`config.mk`:
```
export PLATFORM = sky130hd
export DESIGN_NAME = mash_boil_sequencer_top
export DESIGN_NICKNAME = d
export VERILOG_FILES = /design/src/rtl/mbs_pkg.sv /design/src/rtl/mbs_step_table.sv /design/src/rtl/mash_boil_sequencer_top.sv
export SDC_FILE = /design/constraint.sdc
export NUM_CORES = 1
export LEC_CHECK = 0
export BUFFER_PORTS_ARGS = -buffer_cell sky130_fd_sc_hd__buf_2
export CAP_MARGIN = 15
export CORE_UTILIZATION = 44
export CTS_BUF_LIST = sky130_fd_sc_hd__clkbuf_8
export CTS_CLUSTER_SIZE = 16
export DETAILED_ROUTE_END_ITERATION = 12
export GPL_TIMING_DRIVEN = 0
export HOLD_SLACK_MARGIN = 0.06
export PLACE_DENSITY = 0.6
export SKIP_CTS_REPAIR_TIMING = 1
export SLEW_MARGIN = 5
export SYNTH_ARGS = -nofsm -noshare
export SYNTH_HDL_FRONTEND = slang
export SYNTH_SLANG_ARGS = --single-unit
```
`constraint.sdc`:
```
create_clock -name clk_i -period 6.7 [get_ports clk_i]
set_input_delay 1.34 -clock clk_i [delete_from_list [all_inputs] [get_ports clk_i]]
set_output_delay 1.34 -clock clk_i [all_outputs]
set_load 0.01 [all_outputs]
```
`src/rtl/mbs_pkg.sv`:
```
// Shared types, command codes and constants of the mash and boil sequencer.
`default_nettype none

package mbs_pkg;

  // Command codes carried in the input tuser.
  typedef enum logic [3:0] {
    FUNC_PUMP    = 4'd0,
    FUNC_HEATER  = 4'd1,
    FUNC_UP      = 4'd2,
    FUNC_DOWN    = 4'd3,
    FUNC_RESET   = 4'd4,
    FUNC_ADVANCE = 4'd5,
    FUNC_PAUSE   = 4'd6,
    FUNC_LOAD    = 4'd7,
    FUNC_START   = 4'd8,
    FUNC_TICK    = 4'd9
  } func_e;

  // Configuration register indexes.
  typedef enum logic [3:0] {
    CFG_STEP_COUNT  = 4'd0,
    CFG_SPARGE_TEMP = 4'd1,
    CFG_BOIL_TEMP   = 4'd2,
    CFG_BOIL_TIME   = 4'd3
  } cfg_idx_e;

  localparam logic [10:0] TempMax       = 11'd1500;
  localparam logic [10:0] TempStep      = 11'd10;
  localparam logic [10:0] TempNowReset  = 11'd400;
  localparam logic [10:0] TempGoalReset = 11'd600;
  localparam logic [3:0]  CntMax        = 4'd15;

  localparam logic [3:0]  StepCountReset = 4'd1;
  localparam logic [10:0] SpargeReset    = 11'd750;
  localparam logic [10:0] BoilTempReset  = 11'd1000;
  localparam logic [15:0] BoilTimeReset  = 16'd3600;

  typedef struct packed {
    logic pump;
    logic heater;
    logic timer;
    logic held;
    logic input_wait;
    logic temp_wait;
    logic session;
  } status_t;

  typedef struct packed {
    logic start_heat;
    logic mash_start;
    logic start_sparge;
    logic sparge_done;
    logic start_boil;
    logic boil_done;
  } phase_t;

  // Write request into the mash step table.
  typedef struct packed {
    logic        en;
    logic [2:0]  idx;
    logic [10:0] temp;
    logic [15:0] dur;
  } tbl_wr_t;

  function automatic logic [10:0] clamp_temp(input logic [10:0] t);
    clamp_temp = (t > TempMax) ? TempMax : t;
  endfunction

endpackage

`default_nettype wire

```
`src/rtl/mbs_step_table.sv`:
```
// Mash step table: per-step temperatures and hold times with stage-relative reads.
`default_nettype none

module mbs_step_table
  import mbs_pkg::*;
#(
  parameter int unsigned DEPTH = 8
) (
  input  wire logic        clk_i,
  input  wire tbl_wr_t     wr_i,
  input  wire logic [3:0]  stage_i,
  output logic      [10:0] temp_first_o,
  output logic      [15:0] time_first_o,
  output logic      [10:0] temp_stage_o,
  output logic      [15:0] time_prev_o
);

  localparam int unsigned IdxW  = (DEPTH > 1) ? $clog2(DEPTH) : 1;
  localparam int unsigned Slots = 2 ** IdxW;

  // Temperatures of steps 1 and up live one slot down, so that both stage reads
  // share the single address stage - 1.
  logic [10:0] temp_first_q;
  logic [10:0] temp_hi_q [Slots];
  logic [15:0] time_q    [Slots];

  logic [4:0]      wr_idx_w;
  logic [4:0]      wr_idx_dn;
  logic            wr_ok;
  logic [3:0]      stage_dn;
  logic [IdxW-1:0] rd_slot;

  assign wr_idx_w  = {2'b00, wr_i.idx};
  assign wr_idx_dn = wr_idx_w - 5'd1;
  assign wr_ok     = wr_i.en && (32'(wr_i.idx) < DEPTH);
  assign stage_dn  = stage_i - 4'd1;
  assign rd_slot   = stage_dn[IdxW-1:0];

  always_ff @(posedge clk_i) begin
    if (wr_ok) begin
      time_q[wr_idx_w[IdxW-1:0]] <= wr_i.dur;
      if (wr_i.idx == 3'd0) begin
        temp_first_q <= wr_i.temp;
      end else begin
        temp_hi_q[wr_idx_dn[IdxW-1:0]] <= wr_i.temp;
      end
    end
  end

  assign temp_first_o = temp_first_q;
  assign time_first_o = time_q[0];
  assign temp_stage_o = temp_hi_q[rd_slot];
  assign time_prev_o  = time_q[rd_slot];

endmodule

`default_nettype wire

```
`src/rtl/mash_boil_sequencer_top.sv`:
```
// Top level of the mash and boil sequencer: command decode, state update, snapshot output.
//
//  channel  | dir | beat when           | contents
//  ---------+-----+---------------------+---------------------------------------------
//  s_axis   | in  | tvalid && tready    | tuser: func; tdata: command operands
//  m_axis   | out | tvalid && tready    | tdata: state snapshot after the command
//  cfg      | in  | cfg_valid && ready  | cfg_index selects register, cfg_data value
//
//  Each command's whole state update is one combinational pass from the current state
//  registers into the next state and the snapshot register. One command is accepted per
//  cycle unless the output stalls; the snapshot register frees when its beat is taken.
//  Asynchronous active-low reset clears state, flags and counters and restores defaults;
//  the step table holds no reset and needs no clearing pass.
//  A stalled output holds its snapshot and blocks new commands; cfg_ready is always high.
`default_nettype none

module mash_boil_sequencer_top
  import mbs_pkg::*;
#(
  parameter int unsigned MAX_MASH_STEPS = 8
) (
  input  wire logic        clk_i,
  input  wire logic        rst_ni,
  input  wire logic        s_axis_tvalid_i,
  output logic             s_axis_tready_o,
  // [0] switch_on, [3:1] step_index, [14:4] step_temperature,
  // [30:15] step_duration, [31] zero
  input  wire logic [31:0] s_axis_tdata_i,
  // [3:0] func
  input  wire logic [3:0]  s_axis_tuser_i,
  output logic             m_axis_tvalid_o,
  input  wire logic        m_axis_tready_i,
  // [0] pump_running, [1] heater_running, [12:2] kettle_temperature,
  // [23:13] goal_temperature, [24] timer_running, [25] timer_held,
  // [41:26] seconds_remaining, [42] awaiting_input, [43] awaiting_temperature,
  // [44] session_active, [48:45] stage_number, [52:49] substage_number, [55:53] zero
  output logic      [55:0] m_axis_tdata_o,
  input  wire logic        cfg_valid_i,
  output logic             cfg_ready_o,
  input  wire logic [3:0]  cfg_index_i,
  input  wire logic [15:0] cfg_data_i
);

  localparam logic [4:0] MaxSteps = 5'(MAX_MASH_STEPS);

  // configuration
  logic [3:0]  step_count_q;
  logic [10:0] sparge_temp_q;
  logic [10:0] boil_temp_q;
  logic [15:0] boil_time_q;

  // sequencer state
  status_t     st_q, st_d;
  phase_t      ph_q, ph_d;
  logic [10:0] now_q, now_d;
  logic [10:0] goal_q, goal_d;
  logic [15:0] cnt_q, cnt_d;
  logic [3:0]  stage_q, stage_d;
  logic [3:0]  sub_q, sub_d;

  logic        m_valid_q;
  logic [55:0] m_data_q;

  logic        s_fire;
  logic        cfg_fire;
  tbl_wr_t     tbl_wr;
  logic [10:0] tbl_temp_first;
  logic [15:0] tbl_time_first;
  logic [10:0] tbl_temp_stage;
  logic [15:0] tbl_time_prev;
  logic [4:0]  n_steps;
  logic [4:0]  s5;
  logic [11:0] goal_up;
  logic [11:0] now_up;

  assign s_axis_tready_o = !m_valid_q || m_axis_tready_i;
  assign s_fire          = s_axis_tvalid_i && s_axis_tready_o;
  assign cfg_ready_o     = 1'b1;
  assign cfg_fire        = cfg_valid_i;

  assign tbl_wr.en   = s_fire && (func_e'(s_axis_tuser_i) == FUNC_LOAD);
  assign tbl_wr.idx  = s_axis_tdata_i[3:1];
  assign tbl_wr.temp = s_axis_tdata_i[14:4];
  assign tbl_wr.dur  = s_axis_tdata_i[30:15];

  mbs_step_table #(
    .DEPTH (MAX_MASH_STEPS)
  ) u_table (
    .clk_i        (clk_i),
    .wr_i         (tbl_wr),
    .stage_i      (stage_q),
    .temp_first_o (tbl_temp_first),
    .time_first_o (tbl_time_first),
    .temp_stage_o (tbl_temp_stage),
    .time_prev_o  (tbl_time_prev)
  );

  // effective step count, pulled into 1..MAX_MASH_STEPS
  always_comb begin
    if (step_count_q == 4'd0) begin
      n_steps = 5'd1;
    end else if ({1'b0, step_count_q} > MaxSteps) begin
      n_steps = MaxSteps;
    end else begin
      n_steps = {1'b0, step_count_q};
    end
  end

  assign s5      = {1'b0, stage_q};
  assign goal_up = {1'b0, goal_q} + {1'b0, TempStep};
  assign now_up  = {1'b0, now_q} + {1'b0, TempStep};

  always_comb begin
    st_d    = st_q;
    ph_d    = ph_q;
    now_d   = now_q;
    goal_d  = goal_q;
    cnt_d   = cnt_q;
    stage_d = stage_q;
    sub_d   = sub_q;

    case (func_e'(s_axis_tuser_i))
      FUNC_PUMP: begin
        st_d.pump = s_axis_tdata_i[0];
      end
      FUNC_HEATER: begin
        st_d.heater = s_axis_tdata_i[0];
      end
      FUNC_UP: begin
        goal_d = (goal_up > {1'b0, TempMax}) ? TempMax : goal_up[10:0];
      end
      FUNC_DOWN: begin
        goal_d = (goal_q > TempStep) ? goal_q - TempStep : 11'd0;
      end
      FUNC_RESET: begin
        st_d    = '0;
        cnt_d   = '0;
        now_d   = TempNowReset;
        goal_d  = TempGoalReset;
        stage_d = '0;
        sub_d   = '0;
      end
      FUNC_ADVANCE: begin
        if (st_q.input_wait) begin
          st_d.input_wait = 1'b0;
          if (ph_q.start_heat) begin
            st_d.heater      = 1'b1;
            st_d.temp_wait   = 1'b1;
            goal_d           = clamp_temp(tbl_temp_first);
            stage_d          = 4'd1;
            ph_d.start_heat  = 1'b0;
          end else if (ph_q.mash_start) begin
            cnt_d           = tbl_time_first;
            st_d.timer      = 1'b1;
            ph_d.mash_start = 1'b0;
          end else if (ph_q.start_sparge) begin
            st_d.input_wait   = 1'b1;
            ph_d.sparge_done  = 1'b1;
            ph_d.start_sparge = 1'b0;
            if (sub_q < CntMax) sub_d = sub_q + 4'd1;
          end else if (ph_q.sparge_done) begin
            st_d.heater      = 1'b1;
            if (stage_q < CntMax) stage_d = stage_q + 4'd1;
            goal_d           = clamp_temp(boil_temp_q);
            st_d.temp_wait   = 1'b1;
            ph_d.sparge_done = 1'b0;
          end else if (ph_q.start_boil) begin
            cnt_d           = boil_time_q;
            st_d.timer      = 1'b1;
            ph_d.start_boil = 1'b0;
          end else if (ph_q.boil_done) begin
            ph_d.boil_done = 1'b0;
            st_d    = '0;
            cnt_d   = '0;
            now_d   = TempNowReset;
            goal_d  = TempGoalReset;
            stage_d = '0;
            sub_d   = '0;
          end
        end
      end
      FUNC_PAUSE: begin
        if (st_q.timer) st_d.held = !st_q.held;
      end
      FUNC_START: begin
        st_d.session    = 1'b1;
        st_d.input_wait = 1'b1;
        ph_d.start_heat = 1'b1;
        goal_d          = clamp_temp(tbl_temp_first);
      end
      FUNC_TICK: begin
        // heater model first, then the timer sees what heat-reached left
        if (st_q.heater) begin
          if (goal_q > now_q) begin
            now_d = (now_up > {1'b0, TempMax}) ? TempMax : now_up[10:0];
          end else begin
            if (st_q.temp_wait) begin
              st_d.temp_wait = 1'b0;
              if (s5 == 5'd1) begin
                sub_d           = 4'd2;
                st_d.input_wait = 1'b1;
                ph_d.mash_start = 1'b1;
              end
              if (s5 > 5'd1 && s5 <= n_steps) begin
                cnt_d      = tbl_time_prev;
                st_d.timer = 1'b1;
              end
              if (s5 == n_steps + 5'd2) begin
                sub_d           = 4'd2;
                st_d.input_wait = 1'b1;
                ph_d.start_boil = 1'b1;
                st_d.heater     = 1'b1;
              end
            end
            if (goal_q < now_q && now_q > 11'd0) now_d = now_q - 11'd1;
          end
        end
        if (st_d.timer && !st_d.held) begin
          if (cnt_d > 16'd1) begin
            cnt_d = cnt_d - 16'd1;
          end else begin
            st_d.timer = 1'b0;
            cnt_d      = '0;
            if (s5 > 5'd0 && s5 < n_steps) begin
              goal_d         = clamp_temp(tbl_temp_stage);
              st_d.temp_wait = 1'b1;
              st_d.heater    = 1'b1;
              if (stage_q < CntMax) stage_d = stage_q + 4'd1;
            end
            if (s5 == n_steps) begin
              goal_d            = clamp_temp(sparge_temp_q);
              st_d.input_wait   = 1'b1;
              st_d.heater       = 1'b1;
              if (stage_q < CntMax) stage_d = stage_q + 4'd1;
              ph_d.start_sparge = 1'b1;
            end
            if (s5 == n_steps + 5'd2) begin
              st_d.pump       = 1'b0;
              st_d.heater     = 1'b0;
              st_d.input_wait = 1'b1;
              ph_d.boil_done  = 1'b1;
            end
          end
        end
      end
      default: begin
      end
    endcase
  end

  always_ff @(posedge clk_i or negedge rst_ni) begin
    if (!rst_ni) begin
      st_q    <= '0;
      ph_q    <= '0;
      now_q   <= TempNowReset;
      goal_q  <= TempGoalReset;
      cnt_q   <= '0;
      stage_q <= '0;
      sub_q   <= '0;
    end else if (s_fire) begin
      st_q    <= st_d;
      ph_q    <= ph_d;
      now_q   <= now_d;
      goal_q  <= goal_d;
      cnt_q   <= cnt_d;
      stage_q <= stage_d;
      sub_q   <= sub_d;
    end
  end

  always_ff @(posedge clk_i or negedge rst_ni) begin
    if (!rst_ni) begin
      step_count_q  <= StepCountReset;
      sparge_temp_q <= SpargeReset;
      boil_temp_q   <= BoilTempReset;
      boil_time_q   <= BoilTimeReset;
    end else if (cfg_fire) begin
      case (cfg_idx_e'(cfg_index_i))
        CFG_STEP_COUNT:  step_count_q  <= cfg_data_i[3:0];
        CFG_SPARGE_TEMP: sparge_temp_q <= cfg_data_i[10:0];
        CFG_BOIL_TEMP:   boil_temp_q   <= cfg_data_i[10:0];
        CFG_BOIL_TIME:   boil_time_q   <= cfg_data_i;
        default: begin
        end
      endcase
    end
  end

  always_ff @(posedge clk_i or negedge rst_ni) begin
    if (!rst_ni) begin
      m_valid_q <= 1'b0;
    end else if (s_fire) begin
      m_valid_q <= 1'b1;
    end else if (m_axis_tready_i) begin
      m_valid_q <= 1'b0;
    end
  end

  always_ff @(posedge clk_i) begin
    if (s_fire) begin
      m_data_q <= {3'b000, sub_d, stage_d, st_d.session, st_d.temp_wait, st_d.input_wait,
                   cnt_d, st_d.held, st_d.timer, goal_d, now_d, st_d.heater, st_d.pump};
    end
  end

  assign m_axis_tvalid_o = m_valid_q;
  assign m_axis_tdata_o  = m_data_q;

`ifndef ASSERT_OFF
  a_fire_gives_beat: assert property (@(posedge clk_i) disable iff (!rst_ni)
    s_fire |=> m_axis_tvalid_o)
    else $error("accepted command produced no snapshot beat");

  a_no_accept_when_full: assert property (@(posedge clk_i) disable iff (!rst_ni)
    (m_valid_q && !m_axis_tready_i) |-> !s_axis_tready_o)
    else $error("command accepted while snapshot register is stalled");

  a_temp_wait_has_stage: assert property (@(posedge clk_i) disable iff (!rst_ni)
    st_q.temp_wait |-> (stage_q != 4'd0))
    else $error("waiting for temperature outside any stage");
`endif

endmodule

`default_nettype wire
```
# Word level (Yosys, flattened, before mapping)
# Memories as Yosys holds them, arrays and structs flattened.
# Cells that the tools add are included.
[word_totals] ff_bits=166 latchBits=0 ram_bits=216 rom_bits=0 in_bits=61 out_inout_bits=59 elab_cells=285 memories=2
[op_classes] add_sub_neg=10 n_mul=0 n_div=0 magnitude_cmp=18 n_eq_ne=29 n_shift=0 muxes=172 n_bitwise=2 n_reduce_logical=27
[mem_list] memory="u_table.time_q" depth=8 width=16 rd=2 rd_ports_with_merged_regs=0 wr=1 line_no="mbs_step_table.sv:25" rtl="logic [15:0] time_q [Slots];"
[mem_list] memory="u_table.temp_hi_q" depth=8 width=11 rd=1 rd_ports_with_merged_regs=0 wr=1 line_no="mbs_step_table.sv:24" rtl="logic [10:0] temp_hi_q [Slots];"
[op_table] op="$mux W11" count=28
[op_table] op="$mux W16" count=14
[op_table] op="$mux W4" count=31
[op_table] op="$pmux W11 S6" count=1
[op_table] op="$mux W7" count=9
[op_table] op="$pmux W16 S3" count=1
[op_table] op="$gt A11 B11 Y1 const B" count=4
[op_table] op="$mux W1" count=44
[op_table] op="$mux W2" count=19
[op_table] op="$pmux W11 S3" count=1
[op_table] op="$ne A2 B2 Y1 const B" count=14
[op_table] op="$mux W3" count=9
[op_table] op="$add A11 B4 Y12 const B" count=2
[op_table] op="$gt A12 B11 Y1 const B" count=2
[op_table] op="$pmux W4 S3" count=2
[op_table] op="$reduce_and A11 Y1" count=2
[op_table] op="$eq A4 B2 Y1 const B" count=4
[op_table] op="$eq A4 B3 Y1 const B" count=4
[op_table] op="$gt A16 B1 Y1 const B" count=1
[op_table] op="$reduce_and A8 Y1" count=2
[op_table] op="$sub A16 B1 Y16 const B" count=1
[op_table] op="$eq A4 B1 Y1 const B" count=3
[op_table] op="$logic_not A4 Y1" count=3
[op_table] op="$pmux W1 S3" count=4
[op_table] op="other kinds (30)" count=53

# Depth between registers and ports, before layout
# Gate-level depths: netlist of the first run.
[depth] depth_word=21 mapped_depth=22 mapped_depth_nobuf=18

# Cells and area by module
# A second synthesis of the first run with hierarchy kept.
[hier_totals] hier_cells=1816 hier_area_um2=20200.6
[by_module_without_submodules] module="mash_boil_sequencer_top" n_inst=1 cells_per_inst=1275 area_per_inst_um2=11158.2 seq_area_each_um2=4175.3
[by_module_without_submodules] module="mbs_step_table" n_inst=1 cells_per_inst=541 area_per_inst_um2=9042.4 seq_area_each_um2=6816.5

# Worst setup path before layout of the first run
# Ideal clock, no wire load.
[synth_timing] kind="register to register" start="register stage_q[0]" end="register m_data_q[37], in the netlist m_axis_tdata_o[37] (data pin)" setup_time_ps=152 arrival_ps=4826 required_ps=6548 slack_ps=1722 path_stages_with_launch=22 path_buffers=9 synth_period_minus_slack_ps=4978 path_cell_list="dfrtp_1 > buf_4 > buf_4 > inv_1 > clkbuf_1 > ha_1 > buf_2 > buf_2 > buf_2 > buf_1 > mux4_2 > nand2_1 > nand2_1 > mux2i_1 > inv_1 > ha_1 > or2_2 > clkbuf_1 > nor2_1 > clkbuf_1 > o22ai_1 > a31oi_1"
[synth_between] elab_chain_len=11 word_cells_on_any_way=21 classes_between="2 x add/sub; 3 x order compare; 13 x mux; 2 x reduce/logical; 1 x memory"
[synth_lines] item="start, declared" line_no="mash_boil_sequencer_top.sv:58" rtl="logic [3:0] stage_q, stage_d;"
[synth_lines] item="start signal, assigned" line_no="mash_boil_sequencer_top.sv:266" rtl="stage_q <= stage_d;"
[synth_lines] item="$sub A3 B1 Y3 (tied with other cells)" line_no="mbs_step_table.sv:36" rtl="assign stage_dn = stage_i - 4'd1;"
[synth_lines] item="$mem_v2 Z8 W16 or $logic_and A1 B1 Y1 (tied branches)"
[synth_lines] item="$mux W16" line_no="mash_boil_sequencer_top.sv:204" rtl="if (s5 > 5'd1 && s5 <= n_steps) begin"
[synth_lines] item="$mux W16" line_no="mash_boil_sequencer_top.sv:197" rtl="if (st_q.temp_wait) begin"
[synth_lines] item="$mux W16" line_no="mash_boil_sequencer_top.sv:194" rtl="if (goal_q > now_q) begin"
[synth_lines] item="$mux W16" line_no="mash_boil_sequencer_top.sv:193" rtl="if (st_q.heater) begin"
[synth_lines] item="$mux W16" line_no="mash_boil_sequencer_top.sv:122" rtl="case (func_e'(s_axis_tuser_i))"
[synth_lines] item="$sub A16 B1 Y16 or $gt A16 B1 Y1 (tied branches)" line_no="mash_boil_sequencer_top.sv:220, mash_boil_sequencer_top.sv:219"
[synth_lines] item="$mux W16" line_no="mash_boil_sequencer_top.sv:219" rtl="if (cnt_d > 16'd1) begin"
[synth_lines] item="$mux W16 *" line_no="mash_boil_sequencer_top.sv:218" rtl="if (st_d.timer && !st_d.held) begin"
[synth_lines] item="$pmux W16 S3 *" line_no="mash_boil_sequencer_top.sv:122"
[synth_lines] item="via cnt_d[11]" line_no="mash_boil_sequencer_top.sv:57" rtl="logic [15:0] cnt_q, cnt_d;"
[synth_lines] item="end signal, assigned" line_no="mash_boil_sequencer_top.sv:301" rtl="m_data_q <= {3'b000, sub_d, stage_d, st_d.session, st_d.temp_wait, st_d.input_wait,"
[synth_lines] item="end, declared" line_no="mash_boil_sequencer_top.sv:62" rtl="logic [55:0] m_data_q;"
# Mark *: on every way through the listed nets, which the timed path passes. The rest lies on a longest branch. The select of a mux whose other input is x is not followed.
# A chain may end at the register's enable or synchronous reset.

# Final worst setup path of the first run
[layout_timing] start="register stage_q[0]" end="register m_data_q[47], in the netlist m_axis_tdata_o[47] (data pin)"
[layout_between] elab_chain_len=11 word_cells_on_any_way=35 classes_between="2 x add/sub; 6 x order compare; 1 x eq/ne; 22 x mux; 3 x reduce/logical; 1 x memory"
[layout_lines] item="$sub A3 B1 Y3 (tied with other cells)" line_no="mbs_step_table.sv:36"
[layout_lines] item="$mem_v2 Z8 W16 or $logic_and A1 B1 Y1 (tied branches)"
[layout_lines] item="$mux W16" line_no="mash_boil_sequencer_top.sv:204"
[layout_lines] item="$mux W16" line_no="mash_boil_sequencer_top.sv:197"
[layout_lines] item="$mux W16" line_no="mash_boil_sequencer_top.sv:194"
[layout_lines] item="$mux W16" line_no="mash_boil_sequencer_top.sv:193"
[layout_lines] item="$mux W16" line_no="mash_boil_sequencer_top.sv:122"
[layout_lines] item="$gt A16 B1 Y1" line_no="mash_boil_sequencer_top.sv:219"
[layout_lines] item="$mux W4" line_no="mash_boil_sequencer_top.sv:219"
[layout_lines] item="$mux W4" line_no="mash_boil_sequencer_top.sv:218"
[layout_lines] item="$pmux W4 S3 *" line_no="mash_boil_sequencer_top.sv:122"
[layout_lines] item="via stage_d[2]" line_no="mash_boil_sequencer_top.sv:58"
# Marks and branches as above.

==> results of run 1 <==
-- registers in the layout, summed over array words and instances, names as in the netlist --
register / cells
st_q: 7
now_q: 11
sparge_temp_q: 11
u_table.temp_hi_q: 88
m_axis_tdata_o: 53
sub_q: 4
u_table.time_q: 128
boil_temp_q: 11
stage_q: 4
goal_q: 11
ph_q: 6
boil_time_q: 16
m_axis_tvalid_o: 1
step_count_q: 4
cnt_q: 16
u_table.temp_first_o: 11
-- kinds of logic after synthesis --
logic type | after synthesis
multiplexers | 129
other | 2
AND/OR/NAND/NOR | 533
flip-flops | 382
AO/OA/AOI/OAI | 511
XOR/XNOR | 36
adder cells (fa/ha/maj) | 33
buffers and inverters | 158
-- through the flow --
step	power, mW	hold slack (ns)	std cells	cell area (µm²)
final	8.32	0.500	2635	23400
after global routing	8.72	0.523	2635	23400
after global placement	6.07	0.485	2495	21700
after CTS	8.30	0.501	2633	23300
after floorplan	5.05	0.471	1786	20400
after detailed placement	6.11	0.488	2511	22000
-- cell usage after synthesis (18+ instances only) --
master	instances	area share [%]
inv_1	46	0.85
o211ai_1	26	0.96
mux2i_1	27	1.3
nor2_1	128	2.4
clkbuf_1	80	1.5
mux2_2	48	2.7
a21o_1	22	0.81
nand2b_1	21	0.64
a21oi_1	109	2.7
nor3_1	54	1.3
o22ai_1	20	0.61
xnor2_1	19	0.82
buf_2	18	0.44
edfxtp_1	280	41
a31oi_1	27	0.83
dfrtp_1	77	9.5
nand2_1	157	2.9
nand3_1	53	1.3
ha_1	33	2.0
mux4_2	54	6.0
o21ai_0	129	3.2
dfstp_2	25	3.2
-- per-layer routing --
metal	track usage [%]	routed length (µm)	vias up
met5	0	57	-
met3	5.13	5740	140
li1	-	-	7318
met4	9.60	1700	8
met2	44.0	30300	863
met1	38.9	27900	8175
-- area by class of cell --
cell class              instances  area (µm²)  share of cell area (%)
plain buffers                 111         477                    2.04
well taps                     600         751                    3.21
clock buffers                  74        1020                    4.36
repair buffers                127         791                    3.39
flip-flops and latches        382       11000                    47.1
clock inverters                48         335                    1.44
diodes                          1        2.50                  0.0107
multi-input cells            1246        8820                    37.8
inverters                      46         173                   0.739
-- power by group through the flow --
stage,registers (mW),clock network (mW),logic [mW]
floorplan,2.98,0,2.07
global placement,3.02,0,3.05
detailed placement,3.02,0,3.09
CTS,2.98,2.23,3.10
global route,3.00,2.32,3.39
finish,2.98,2.18,3.15
-- worst max-delay path: cells and delay by family, from the launching register on --
family | cells | cell delay [ns]
adders and majority gates | 2 | 0.81
buffers and inverters | 9 | 2.83
and+or+nand+nor | 3 | 0.44
muxes | 2 | 0.71
AOI/OAI and AO/OA | 3 | 1.11
DFF | 1 | 0.40
-- how the worst max path moves through the flow --
stage | end | slack, ns | cells past startpoint
finish | m_axis_tdata_o[47]$_DFFE_PP_ | 0.12 | 19
global route | m_axis_tdata_o[47]$_DFFE_PP_ | 0.03 | 19
CTS | m_axis_tdata_o[30]$_DFFE_PP_ | -1.02 | 19
detailed placement | m_axis_tdata_o[30]$_DFFE_PP_ | -0.98 | 19
global placement | m_axis_tdata_o[39]$_DFFE_PP_ | -1.04 | 19
floorplan | m_axis_tdata_o[37]$_DFFE_PP_ | 1.72 | 21
==> metrics.md, run 1 <==
| Metric | Value |
|---|---|
| Status | finished clean |
| Initial antenna violation count | 5 |
| Nets | 2076 |
| Die area | 47200 µm² |
| Largest family of logic cells by synthesized area | compound AO/OA/AOI/OAI gates |
| CP startpoint kind | register |
| Worst slew pin tran | 1.24 ns |
| # fillers | 4138 |
| DR DRC count | 0 |
| Mux cell area share after synthesis | 9.95% |
| Max Root-Sink Buffers | 3 |
| Maximum clock frequency | 152 MHz |
| Crit path DAT | 7.01 ns |
| Top Ports | 120 |
| Synth unique cells | 84 |
| Clock group share of total power | 26.3% |
| Post-Synth Simple-Gate Area | 12.7% |
| GRT Resource Usage Total | 28.0% |
| Placement Setup Slack | -0.976 ns |
| RSZ-0062 raised after global routing | false |
| Final setup vio count | 0 |
| Adder-cell area share of the yosys netlist | 2.03% |
| Fin util | 51.4% |
| Die Wd | 217 µm |
| Max transition margin | 16.7% |
| Setup Skew | 0.0338 ns |
| Setup_tns | 0 ns |
| Initial Util | 44.8% |
| Seq/Total Area, Yosys | 54.0% |
| Vias per inst | 6.26 |
| Number of global-route vias before repair | 15600 |
| CTS buffer count | 68 |
| Setup crit start | stage_q[0]$_DFFE_PN0P_ |
| GPL Wtd Cong | 0.956 |
| Asr flop ratio synth | 26.7% |
| Pwr per Cell Area | 356 nW/µm² |
| I/O Buffers | 109 |
| Peak supply drop | 144 µV |
| Syn-to-layout area delta | 14.6% |
| FP Rows | 78 |
| Sequence of cells on the critical path | buf_4 > buf_4 > inv_1 > clkbuf_2 > ha_1 > buf_2 > buf_2 > buf_2 > buf_2 > mux4_2 > nand2_1 > nand2_1 > mux2i_1 > ha_1 > or2_2 > clkbuf_1 > o211ai_1 > a21oi_1 > a2bb2oi_1 |
| DR vias | 16500 |
| Pre-antenna DRT Iters | 5 |
| Number of synthesized flops with an enable pin | 280 |
| Sequential power share | 35.8% |
| Skew-Pair Late Insertion Delay | 0.67 ns |
| Sw Pwr | 3.28 mW |
| Most frequent CP cell | buf_2 |
| Reg2reg end | m_axis_tdata_o[47]$_DFFE_PP_ |
| Core box area | 45500 µm² |
| CP max FO | 12 |
| Post-DP HPWL | 48500 µm |
| Synthesized cell area | 20400 µm² |
| Xor/xnor cell area share of the yosys netlist | 1.58% |
| Final WS setup | 0.122 ns |
| Share of cells above drive strength 1 | 20.9% |
| Hold path depth | 1 |
| CTS tree | done |
| First-pass GRT wire length | 98300 µm |
| Required @ worst endpoint | 7.13 ns |
| Crit Path Class | register to register |
| Yosys Warn Count | 0 |
| Compound-cell area share of the yosys netlist | 16.6% |
| Maximum number of pins on one net before global-route repair | 57 |
| Wire length per cell | 24.9 µm |
| Slowest cell on the critical path | clkbuf_1 |
| R2R Setup Slk | 0.12 ns |
| Seq cells post-synth | 382 |
| Reg2Reg Launch Point | stage_q[0]$_DFFE_PN0P_ |
| Tmin final | 6.58 ns |
| Combinational share of power | 37.9% |
| WHS Endpoint | boil_time_q[14]$_DFFE_PN0P_ |
| H-tree depth | 3 |
| Hold Crit Class | register to register |
| Die Span Y | 217 µm |
| CTS Root Cell | clkbuf_8 |
| Syn_area_per_cell | 11.4 µm² |
| Crit share post-route | 98.2% |
| Static leakage | 8.64 nW |
| Worst-path clk slew | 0.07 ns |
| Crit path largest cell delay | 0.53 ns |
| Detailed Route WL | 65700 µm |
| Ys flop type | edfxtp_1 |
| Total gr overflow | 0 |
| P_int | 5.04 mW |
| Initial DRC Count | 1920 |
| CP Capture Type | register |
| Routed Antenna Nets | 0 |
| Most frequent cells in the layout | edfxtp_1, nand2_1, o21ai_0 |
| Synthesized instance count | 1784 |
| Final hold violation count | 0 |
| Most common cell after layout, fill and taps aside | edfxtp_1 |
| Worst Min Path Start | boil_time_q[14]$_DFFE_PN0P_ |
| MaxCap Viol Count | 0 |
| Sw frac | 39.5% |
| Final Max Tran Viols | 0 |
| R2r worst-path depth | 19 |
| Number of clock sinks | 382 |
(Power assumes the default switching activity.)
==> run 2: changes to the inputs <==
--- a/config.mk
+++ b/config.mk
@@ -7,11 +7,11 @@
 export LEC_CHECK = 0
 export BUFFER_PORTS_ARGS = -buffer_cell sky130_fd_sc_hd__buf_2
 export CAP_MARGIN = 15
+export CORE_MARGIN = 5
 export CORE_UTILIZATION = 44
 export CTS_BUF_LIST = sky130_fd_sc_hd__clkbuf_8
 export CTS_CLUSTER_SIZE = 16
 export DETAILED_ROUTE_END_ITERATION = 12
-export GPL_TIMING_DRIVEN = 0
 export HOLD_SLACK_MARGIN = 0.06
 export PLACE_DENSITY = 0.6
 export SKIP_CTS_REPAIR_TIMING = 1
==> run 2 against run 1 <==
Combinational power decreased by 10%. Die area increased by 7.5%. First-iteration DRC count increased by 1.0%. Register-to-register slack improved by 1.2 ns. Worst hold slack improved by 0.00072 ns. Sequential power increased by 5%. Non-clock buffer count decreased by 83. Largest power group is now sequential cells.
==> metrics.md, run 2 (synthesized netlist as in run 1, its figures left out) <==
| Metric | Value |
|---|---|
| Max transition margin | 22.8% |
| Hold_ws | 0.500 ns |
| MaxCap Viol Count | 0 |
| Design Area, Final | 22900 µm² |
| CP Capture Type | register |
| Tmin final | 5.37 ns |
| Combinational share of power | 35.2% |
| P_int | 4.95 mW |
| Vias per inst | 6.18 |
| Sequential power share | 38.8% |
| Worst-path clk slew | 0.07 ns |
| Post-DP HPWL | 41900 µm |
| CP max FO | 21 |
| Sw frac | 38.6% |
| Routed Antenna Nets | 0 |
| Core box area | 45600 µm² |
| Number of global-route vias before repair | 15400 |
| Most common cell after layout, fill and taps aside | edfxtp_1 |
| Hold Crit Class | register to register |
| Worst slew pin tran | 1.15 ns |
| Setup_tns | 0 ns |
| First-pass GRT wire length | 92700 µm |
| Status | finished clean |
| Most frequent cells in the layout | edfxtp_1, nand2_1, o21ai_0 |
| Wire length per cell | 23.5 µm |
| CP startpoint kind | register |
| Multi-input combinational cell area | 8810 µm² |
| CTS buffer count | 68 |
| Max Root-Sink Buffers | 3 |
| Pre-antenna DRT Iters | 6 |
| I/O Buffers | 114 |
| Total gr overflow | 0 |
| Crit share post-route | 80.2% |
| FP Rows | 78 |
| Initial DRC Count | 1940 |
| Static leakage | 8.51 nW |
| Crit path DAT | 5.88 ns |
| Largest register FFs | 128 |
| Initial Util | 44.7% |
| Sw Pwr | 3.10 mW |
| Pwr per Cell Area | 351 nW/µm² |
| CTS Root Cell | clkbuf_8 |
| Final Max Tran Viols | 0 |
| Detailed Route WL | 60200 µm |
| Register area | 11000 µm² |
| Die Wd | 225 µm |
| H-tree depth | 3 |
| DR DRC count | 0 |
| DP Area | 21600 µm² |
| # fillers | 4093 |
| Syn-to-layout area delta | 12.6% |
| Crit Path Class | register to register |
| Setup Skew | 0.0530 ns |
| RSZ-0062 raised after global routing | false |
| DR vias | 15800 |
| Share of cells above drive strength 1 | 20.7% |
| Maximum number of pins on one net before global-route repair | 72 |
| Nets | 1993 |
| Peak supply drop | 177 µV |
| Die area | 50700 µm² |
| GRT Resource Usage Total | 23.5% |
| Clock group share of total power | 26.0% |
| Die Span Y | 225 µm |
| Skew-Pair Late Insertion Delay | 0.67 ns |
| Number of clock sinks | 382 |
| Final setup vio count | 0 |
| CTS tree | done |
| Final hold violation count | 0 |
| Maximum clock frequency | 186 MHz |
| Top Ports | 120 |
| GPL Wtd Cong | 0.939 |
| Initial antenna violation count | 7 |
| Required @ worst endpoint | 7.20 ns |
[run 2: changes by cell type in the layout (fill, tap and decap cells not counted), sizes merged]
| cell | change |
|---|---|
| buf | -3 |
| bufinv | -1 |
| clkbuf | -82 |
| clkinv | -5 |
| clkinvlp | +1 |
| diode | +1 |
| inv | +10 |
[run 2: path summary, 6_finish.rpt]
kind | startpoint | to | slack [ns] | depth (start not counted)
max | stage_q[0]$_DFFE_PN0P_ | m_axis_tdata_o[15]$_DFFE_PP_ | 1.33 | 14
min | boil_time_q[5]$_DFFE_PN0P_ | boil_time_q[5]$_DFFE_PN0P_ | 0.50 | 1
max reg2reg | stage_q[0]$_DFFE_PN0P_ | m_axis_tdata_o[15]$_DFFE_PP_ | 1.33 | 14
min reg2reg | boil_time_q[5]$_DFFE_PN0P_ | boil_time_q[5]$_DFFE_PN0P_ | 0.50 | 1
max in group asynchronous | rst_ni | stage_q[0]$_DFFE_PN0P_ | 4.68 | 2
min in group asynchronous | rst_ni | cnt_q[9]$_DFFE_PN0P_ | 0.81 | 1
[run 2: area by class of cell]
type / count / area share, %
flip-flops and latches: 382 / 47.9
multi-input cells: 1246 / 38.4
clock buffers: 72 / 4.32
repair buffers: 155 / 3.87
well taps: 600 / 3.27
clock inverters: 53 / 1.39
inverters: 46 / 0.758
diodes: 2 / 0.0218
[run 2: stage by stage]
stage | util, % | instances | worst slack [ns] | total power, mW
after global routing | 50.3 | 2555 | 1.09 | 8.52
final | 50.3 | 2556 | 1.33 | 8.05
after CTS | 50.2 | 2550 | 1.36 | 8.07
after floorplan | - | 1786 | 1.72 | 5.05
after detailed placement | 47.4 | 2425 | 1.43 | 5.95
after global placement | 47.4 | 2425 | 1.49 | 5.90
[run 2: worst max-delay path, cell delays in order (launching register included)]
cell     delay, ns
dfrtp_4       0.47
inv_1         0.59
ha_1          0.27
nor2b_1       0.05
o211a_1       0.21
o31ai_1       0.66
o211a_1       0.45
mux2i_1       0.36
inv_1         0.08
ha_1          0.17
or2_2         0.43
nor2_2        0.88
buf_4         0.34
o31ai_1       0.09
nand3_1       0.13
[run 2: power by group through the flow]
stage | Combinational (mW) | Clock, mW | Sequential [mW]
finish | 2.83 | 2.09 | 3.13
global route | 3.09 | 2.28 | 3.16
detailed placement | 2.79 | 0 | 3.16
CTS | 2.81 | 2.15 | 3.12
floorplan | 2.07 | 0 | 2.98
global placement | 2.75 | 0 | 3.16
[run 2: per-layer routing]
metal	wire (µm)	share of wire [%]	global-route usage, %	vias to the layer above
li1	-	-	-	7144
met1	26400	44	34.1	7834
met2	27100	45	35.7	677
met3	5010	8.3	5.37	120
met4	1600	2.7	7.03	10
met5	61	0.10	0	-
==> run 3: changes to the inputs <==
==> constraint.sdc (replaced) <==
create_clock -name clk_i -period 5.6 [get_ports clk_i]
set_input_delay 1.12 -clock clk_i [delete_from_list [all_inputs] [get_ports clk_i]]
set_output_delay 1.12 -clock clk_i [all_outputs]
set_load 0.01 [all_outputs]
==> run 3 against run 2 <==
Routed wire length is 1.1% higher. Clock power grew 20%. Cell count is 0.47% higher. First-iteration DRC count decreased by 9.5%. Critical path type unchanged.
==> metrics.md, run 3 (synthesized netlist as in run 1, its figures left out) <==
| Metric | Value |
|---|---|
| RSZ-0062 raised after global routing | false |
| Crit path DAT | 5.05 ns |
| CP max FO | 11 |
| Register area | 11000 µm² |
| Final Max Tran Viols | 0 |
| DR vias | 15700 |
| Final WS setup | 0.899 ns |
| Peak supply drop | 160 µV |
| Core box area | 45600 µm² |
| CTS buffer count | 68 |
| CP startpoint kind | register |
| CP Capture Type | register |
| Share of cells above drive strength 1 | 21.3% |
| Final setup vio count | 0 |
| Sw Pwr | 3.72 mW |
| Worst slew pin tran | 1.10 ns |
| Vias per inst | 6.13 |
| Die area | 50700 µm² |
| Number of clock sinks | 382 |
| Nets | 2009 |
| Die Wd | 225 µm |
| Combinational share of power | 36.1% |
| Initial Util | 44.7% |
| I/O Buffers | 114 |
| Most common cell after layout, fill and taps aside | edfxtp_1 |
| Hold Crit Class | register to register |
| Multi-input combinational cell area | 8810 µm² |
| Required @ worst endpoint | 5.95 ns |
| Wire length per cell | 23.7 µm |
| Syn-to-layout area delta | 13.0% |
| Tmin final | 4.70 ns |
| Crit Path Class | register to register |
| Clock group share of total power | 25.8% |
| MaxCap Viol Count | 0 |
| Pre-antenna DRT Iters | 5 |
| Static leakage | 8.55 nW |
| Maximum number of pins on one net before global-route repair | 75 |
| Total gr overflow | 0 |
| Initial DRC Count | 1756 |
| Initial antenna violation count | 9 |
| Detailed Route WL | 60800 µm |
| Largest register FFs | 128 |
| P_int | 5.97 mW |
| Total Power | 9.69 mW |
| Most frequent cells in the layout | edfxtp_1, nand2_1, o21ai_0 |
| Sequential power share | 38.1% |
| Status | finished clean |
| Setup Skew | 0.0270 ns |
| Setup_tns | 0 ns |
| Sw frac | 38.4% |
| Post-DP HPWL | 42400 µm |
| Worst-path clk slew | 0.06 ns |
| FP Rows | 78 |
| Pwr per Cell Area | 421 nW/µm² |
| Die Span Y | 225 µm |
| Placement Setup Slack | 0.970 ns |
| First-pass GRT wire length | 92400 µm |
| Crit share post-route | 84.0% |
| GRT Resource Usage Total | 23.6% |
| DR DRC count | 0 |
| Maximum clock frequency | 213 MHz |
| CTS tree | done |
| H-tree depth | 3 |
| Number of global-route vias before repair | 15300 |
| Max transition margin | 26.7% |
| CTS Root Cell | clkbuf_8 |
| Skew-Pair Late Insertion Delay | 0.64 ns |
| Routed Antenna Nets | 0 |
| Final hold violation count | 0 |
| # fillers | 4041 |
| Top Ports | 120 |
| GPL Wtd Cong | 0.927 |
| Max Root-Sink Buffers | 3 |
run 3: cell type report:
cell class | instances | share of cell area (%)
sequential | 382 | 47.8
multi-input combinational | 1246 | 38.3
timing repair buffer | 171 | 4.36
clock buffer | 70 | 4.18
tap | 600 | 3.26
clock inverter | 51 | 1.38
inverter | 46 | 0.755
antenna | 2 | 0.0217
run 3: worst paths after layout:
kind	startpoint	to	slack, ns	cells past startpoint
setup / recovery	now_q[4]$_DFFE_PN1P_	m_axis_tdata_o[40]$_DFFE_PP_	0.90	16
hold / removal	boil_time_q[3]$_DFFE_PN0P_	boil_time_q[3]$_DFFE_PN0P_	0.50	1
setup reg to reg	now_q[4]$_DFFE_PN1P_	m_axis_tdata_o[40]$_DFFE_PP_	0.90	16
hold reg to reg	boil_time_q[3]$_DFFE_PN0P_	boil_time_q[3]$_DFFE_PN0P_	0.50	1
max in group asynchronous	rst_ni	stage_q[0]$_DFFE_PN0P_	4.02	2
min in group asynchronous	rst_ni	cnt_q[6]$_DFFE_PN0P_	0.53	1
run 3: worst max-delay path: stages (launching register included):
cell,delay [ns]
dfstp_2,0.63
inv_1,0.16
ha_1,0.33
nand4_1,0.13
or3_1,0.39
mux2i_1,0.43
o211a_1,0.33
mux2i_1,0.34
ha_1,0.29
nor2b_1,0.20
nand3_1,0.20
nor4_1,0.29
xor2_1,0.11
nand2_1,0.08
o221ai_1,0.10
o22ai_1,0.27
nand3_1,0.11
run 3: power by group through the flow:
stage	sequential [mW]	combinational, mW	clock [mW]
2_1_floorplan	3.56	2.47	0
3_3_place_gp	3.72	3.40	0
3_5_place_dp	3.73	3.44	0
4_1_cts	3.68	3.46	2.57
5_1_grt	3.72	3.81	2.71
6_report	3.69	3.49	2.50
run 3: through the flow:
stage / hold slack (ns) / utilization, % / instances / area (µm²)
global route: 0.518 / 50.5 / 2567 / 23000
finish: 0.498 / 50.5 / 2568 / 23000
global placement: 0.483 / 47.6 / 2442 / 21700
detailed placement: 0.491 / 47.6 / 2442 / 21700
CTS: 0.504 / 50.5 / 2563 / 23000
floorplan: 0.471 / - / 1786 / 20400
run 3: metal layers:
layer | up-vias | wire [µm] | share of wire (%) | track usage [%]
met2 | 688 | 27200 | 45 | 35.9
met4 | 14 | 1740 | 2.9 | 8.36
met1 | 7730 | 26400 | 43 | 33.4
met3 | 131 | 5360 | 8.8 | 5.68
li1 | 7167 | - | - | -
met5 | - | 77 | 0.13 | 0
